## src/pcmr_pkg.sv

```systemverilog
package pcmr_pkg;

   localparam int IN_CHANNELS = 256;
   localparam int OUT_LANES   = 16;

   localparam int CH_W   = (IN_CHANNELS > 1) ? $clog2(IN_CHANNELS) : 1;
   localparam int LANE_W = (OUT_LANES > 1) ? $clog2(OUT_LANES) : 1;

   localparam int ACT_W  = 13;
   localparam int ACC_W  = 32;
   localparam int CSR_IW = 2;

   typedef enum logic [1:0] {
      ACT_ACTIVATION = 2'd0,
      ACT_WEIGHT     = 2'd1,
      ACT_BIAS       = 2'd2,
      ACT_NONE       = 2'd3
   } action_type;

   typedef enum logic [1:0] {
      KIND_SPATIAL   = 2'd0,
      KIND_POINTWISE = 2'd1,
      KIND_RESIDUAL  = 2'd2,
      KIND_NONE      = 2'd3
   } kind_type;

   typedef enum logic [CSR_IW-1:0] {
      CSR_LAYER_KIND = 2'd0,
      CSR_ACTIVE     = 2'd1
   } csr_index_type;

   typedef struct packed {
      logic [1:0]         action;
      logic [7:0]         channel;
      logic [3:0]         out_channel;
      logic signed [15:0] value;
      logic               pixel_end;
   } req_type;

   typedef struct packed {
      logic [3:0]         result_channel;
      logic signed [31:0] result_value;
      logic               result_last;
   } rsp_type;

   typedef logic [OUT_LANES-1:0][7:0]      weight_row_type;
   typedef logic [OUT_LANES-1:0][ACC_W-1:0] acc_row_type;

   // weight memory access, at most one per accepted item
   typedef struct packed {
      logic              wr;
      logic              rd;
      logic [CH_W-1:0]   addr;
      logic [LANE_W-1:0] lane;
      logic [7:0]        data;
   } mem_req_type;

   typedef struct packed {
      logic               load;
      logic signed [7:0]  act;
      logic [7:0]         channel;
      logic               use_ch;
      logic               pixel_end;
   } elem_type;

   typedef struct packed {
      logic               en;
      logic [LANE_W-1:0]  lane;
      logic signed [15:0] bias;
   } bias_wr_type;

   typedef struct packed {
      logic [1:0]       kind;
      logic [ACT_W-1:0] active;
   } cfg_type;

   typedef struct packed {
      logic valid;
      logic adv;
   } mac_stat_type;

   typedef struct packed {
      logic           load;
      logic           ok;
      acc_row_type    acc;
      weight_row_type res;
   } out_load_type;

endpackage

```

## src/pcmr_out_buf.sv

```systemverilog
module pcmr_out_buf (
   input  logic                   clock,
   input  logic                   reset,
   input  pcmr_pkg::out_load_type out_load,
   output logic                   out_free,
   output logic                   rsp_valid,
   input  logic                   rsp_ready,
   output pcmr_pkg::rsp_type      rsp_data
);
   import pcmr_pkg::*;

   localparam logic [LANE_W-1:0] LAST_LANE = LANE_W'(OUT_LANES - 1);

   logic              busy_ff;
   logic [LANE_W-1:0] idx_ff;
   logic              ok_ff;
   acc_row_type       acc_ff;
   weight_row_type    res_ff;
   logic              done;

   assign done     = busy_ff && rsp_ready && (idx_ff == LAST_LANE);
   assign out_free = !busy_ff || done;

   always_ff @(posedge clock) begin
      if (reset) begin
         busy_ff <= 1'b0;
         idx_ff  <= '0;
      end else if (out_load.load) begin
         busy_ff <= 1'b1;
         idx_ff  <= '0;
      end else if (busy_ff && rsp_ready) begin
         busy_ff <= !done;
         idx_ff  <= done ? '0 : LANE_W'(idx_ff + 1'b1);
      end
   end

   always_ff @(posedge clock) begin
      if (out_load.load) begin
         ok_ff  <= out_load.ok;
         acc_ff <= out_load.acc;
         res_ff <= out_load.res;
      end
   end

   assign rsp_valid               = busy_ff;
   assign rsp_data.result_channel = 4'(idx_ff);
   assign rsp_data.result_value   = ok_ff ?
      ACC_W'($signed(acc_ff[idx_ff]) + ACC_W'($signed(res_ff[idx_ff]))) : '0;
   assign rsp_data.result_last    = (idx_ff == LAST_LANE);

endmodule

```

## config.mk

```make
export PLATFORM = sky130hd
export DESIGN_NAME = pcmr_out_buf
export DESIGN_NICKNAME = d
export VERILOG_FILES = /design/src/pcmr_pkg.sv /design/src/pcmr_out_buf.sv
export SDC_FILE = /design/constraint.sdc
export NUM_CORES = 1
export LEC_CHECK = 0
export BUFFER_PORTS_ARGS = -buffer_cell sky130_fd_sc_hd__buf_2
export CORE_AREA = 2 2 267 269
export DETAILED_ROUTE_END_ITERATION = 6
export DIE_AREA = 0 0 269 271
export GPL_TIMING_DRIVEN = 0
export PLACE_DENSITY_LB_ADDON = 0.15
export SYNTH_ARGS = -nofsm -noshare
export SYNTH_HDL_FRONTEND = slang
export SYNTH_SLANG_ARGS = --single-unit
```

## constraint.sdc

```tcl
create_clock -name clock -period 3.7 [get_ports clock]
set_input_delay 0.37 -clock clock [delete_from_list [all_inputs] [get_ports clock]]
set_output_delay 0.37 -clock clock [all_outputs]
set_load 0.01 [all_outputs]
```

==> impl_metrics.toml, run 1 <==
[die]
die_w_um = 269
num_rows = 97
ios = 684
start_util_pct = 37.5
fp.dieH_um = 271

[yosys]
synth-seq-area-share_pct = 74.0
ys_ff_latch = 646
yosysTopAreaCell = "edfxtp_1"
synthesis.nets = 1885
yosys-top-cells-count = "edfxtp_1 (641), mux4_2 (197), nand2_1 (41)"
syn_area_sq_mm = 0.0261
yosys-top-cells-area = "edfxtp_1 (74%), mux4_2 (17%), ha_1 (1.5%), a21oi_1 (0.63%), nand2_1 (0.59%)"
yosysWarnings = 0
synth_ff_type = "edfxtp_1"
ys_types = 58
yosys.area.top_type_share_pct = 73.6
async_reset_ff_share_pct = 0
avgSynthCellArea_sq_um = 21.7
synth_edf_count = 641
synthCells = 1207
synth.most_common_cell = "edfxtp_1"

[clocking]
cts.sinks = 646
htree_num_levels = 3
cts_resized = 138
cts_buffer_depth = 3
post_cts_buffers = 47
hold_buffers = 603
root_buffer = "clkbuf_16"
numCtsBuffers = 72

[outcome]
status = "stopped before the end"
lastStage = "clock tree synthesis (4_1_cts)"
error_line = "[ERROR RSZ-0060] Max buffer count reached."

[place]
gp_congestion = 0.846
dp_hpwl_um = 58900
port-buffer-count = 683
## kinds of logic after synthesis
group	count (synthesis)	synth area share, %
compound gates	105	2.60
xor+xnor	17	0.569
fa+ha+maj	33	1.61
buf+inv	64	1.12
flops	646	74.0
mux	208	17.5
simple gates	134	2.65
## per-stage QoR
stage | area (sq um) | cells | util [%] | hold slack, ns | setup slack [ns]
floorplan | 26600 | 1207 | - | 0.437 | -0.138
global placement | 31200 | 2830 | 44.7 | 0.546 | -7.22
detailed placement | 31300 | 2834 | 44.9 | 0.548 | -1.60
==> run 2: changes to the inputs <==
- CORE_AREA: 2 2 267 269 -> default
- CORE_UTILIZATION: default -> 30
- DIE_AREA: 0 0 269 271 -> default
- clock period: 3.7 -> 4.8 ns (I/O delays scaled with it)
==> impl_metrics.toml, run 2 <==
[outcome]
status = "complete, but fails checks"
violations = "setup timing"

[final_layout]
syn_to_final_growth_pct = 49.4
final_util_pct = 45.6
largest_reg_flops = 512
nNetsFinal = 3059
drive_above_1_share_pct = 49.6
mostFrequentLayoutCells = "buf_2 (662), edfxtp_1 (641), dlygate4sd3_1 (341)"
top_regs = "acc_ff x512, res_ff x128, idx_ff x4"
final_common_cell = "buf_2"
largest_register = "acc_ff"
design_area_sq_mm = 0.0391

[routing]
vias = 16600
drc_errors = 0
wl_per_cell_um = 24.6
wirelength_um = 88400
avgViaCountPerCell = 4.61
drt_first_pass_iters = 5
drtIter0Drc = 960
drtAntennaViolNets = 0

[setup_path]
cp_max_fo = 6
cp-end-kind = "output port"
r2r_start = "idx_ff[3]"
critPathArrivalTime_ns = 4.68
crit_start = "idx_ff[0]"
worst-setup-path-type = "register to output port"
required_ns = 4.32
critPathLaunchType = "register"

[sta]
finalWorstSetupSlack_ns = -0.363
hold_violations = 0
hold_ws_ns = 0.0448
min_period_ns = 5.16
clock_skew_ns = 0.0101
max_slew_margin_pct = 46.1
worst_slew_pin_slew_ns = 0.808
rsz0062_at_grt = "true"
max_freq_ghz = 0.194
maxSlewViolCount = 0
setup_viol_count_final = 21
timing.final.crit_share_pct = 108

[die]
num_rows = 107
coreArea_sq_mm = 0.0857
die-area_sq_mm = 0.0883
ios = 684
die_w_um = 297
start_util_pct = 30.5
fp.dieH_um = 297

[clocking]
clk_latency_ns = 0.61
htree_num_levels = 3
numCtsBuffers = 73
cts_buffer_depth = 3
clk_pin_slew_ns = 0.06
cts.sinks = 646
root_buffer = "clkbuf_16"
cts_tree = "done"

[yosys]
synth_edf_count = 641
ys_ff_latch = 646
ys_types = 58
synthCells = 1207
synth-seq-area-share_pct = 74.0
yosysTopAreaCell = "edfxtp_1"
synth.most_common_cell = "edfxtp_1"
yosys-top-cells-count = "edfxtp_1 (641), mux4_2 (197), nand2_1 (41)"
yosys.area.top_type_share_pct = 73.6
yosys-top-cells-area = "edfxtp_1 (74%), mux4_2 (17%), ha_1 (1.5%), a21oi_1 (0.63%), nand2_1 (0.59%)"
synthesis.nets = 1885
synth_ff_type = "edfxtp_1"
yosysWarnings = 0
async_reset_ff_share_pct = 0
syn_area_sq_mm = 0.0261
avgSynthCellArea_sq_um = 21.7

[min_path]
hold_class = "input port to register"
holdCritStartpoint = "out_load[105]"

[place]
port-buffer-count = 683
gp_congestion = 0.830
dp_hpwl_um = 63400
dpl_cell_area_sq_mm = 0.0312

[power]
peakVddDrop_v = 0.000309
power_leakage_nw = 14.6
power_w = 0.0144
p_per_area_mw_per_mm2 = 369

[grt]
grt_pass1_vias = 18700
grt_max_degree = 126
grt_use_total_pct = 19.9
grt_first_pass_wirelength_um = 126000
antenna_found_initial = 31
overflow = 0

[run]
cap_violations = 0
==> run 2: cell counts after synthesis <==
No cell type changed its count.
==> run 2: area by class of cell <==
cell class              instances  area, sq um
clock buffers                  91         1970
flip-flops and latches        646        19400
plain buffers                  48          732
fillers                      7585        46600
diodes                         21         52.6
repair buffers               1104         7910
multi-input cells             498         7180
well taps                    1144         1430
inverters                      10         37.5
clock inverters                39          413
==> run 2: kinds of logic (layout without fill, tap and decap cells) <==
family / after synthesis / after routing / share of synthesized area (%)
other cells: 0 / 21 / 0
fa+ha+maj: 33 / 33 / 1.61
xor+xnor: 17 / 17 / 0.569
mux: 208 / 208 / 17.5
compound gates: 105 / 105 / 2.60
buf+inv: 64 / 1292 / 1.12
flops: 646 / 646 / 74.0
simple gates: 134 / 135 / 2.65
==> run 2: layer usage <==
metal | up-vias | global-route usage, % | wire, um
met5 | - | 0 | 153
met1 | 8409 | 23.5 | 34500
li1 | 7504 | - | -
met2 | 529 | 35.0 | 45700
met3 | 143 | 5.03 | 5410
met4 | 24 | 7.33 | 2640
==> run 2: per-stage QoR <==
stage               instances  setup slack (ns)   TNS, ns
finish                   3601            -0.363     -3.65
detailed placement       3040             -1.52    -29.86
floorplan                1207             0.479         0
global placement         3034             -6.36  -4087.83
global route             3597            -0.512     -7.86
CTS                      3554            -0.496     -6.80
==> run 2: repair_timing <==
item,4_1_cts,5_1_grt
hold buffers,341,0
setup endpoints to repair,32,26
hold endpoints to repair,341,0
gates cloned,4,0
setup buffers,43,36
resized for setup,281,50
pin swaps,24,29
==> run 2: final timing paths <==
check                 end  slack (ns)  cells past startpoint
max          rsp_data[32]       -0.36                     14
min           res_ff[105]        0.04                      1
max reg2reg     idx_ff[0]        3.04                      6
min reg2reg     rsp_valid        0.60                      2
==> run 2: report_power, final <==
part	internal (W)	switching, W	leakage, nW
Combinational	0.00111	0.000907	7.11
Sequential	0.00670	0.000117	6.31
Clock	0.00330	0.00227	1.16
Total	0.0111	0.00330	14.6
==> run 2: worst max-delay path, stage by stage (launching register included) <==
cell and delay [ns]:
dfxtp_4 0.35, buf_12 0.14, buf_16 0.16, buf_16 0.16
mux4_2 0.52, mux4_2 0.57, ha_4 0.33, and3_4 0.18
nand4_1 0.24, a211oi_4 0.32, o311a_1 0.24, o21ai_1 0.08
a31oi_1 0.23, mux2_2 0.39, buf_6 0.14
(Power assumes the default switching activity.)
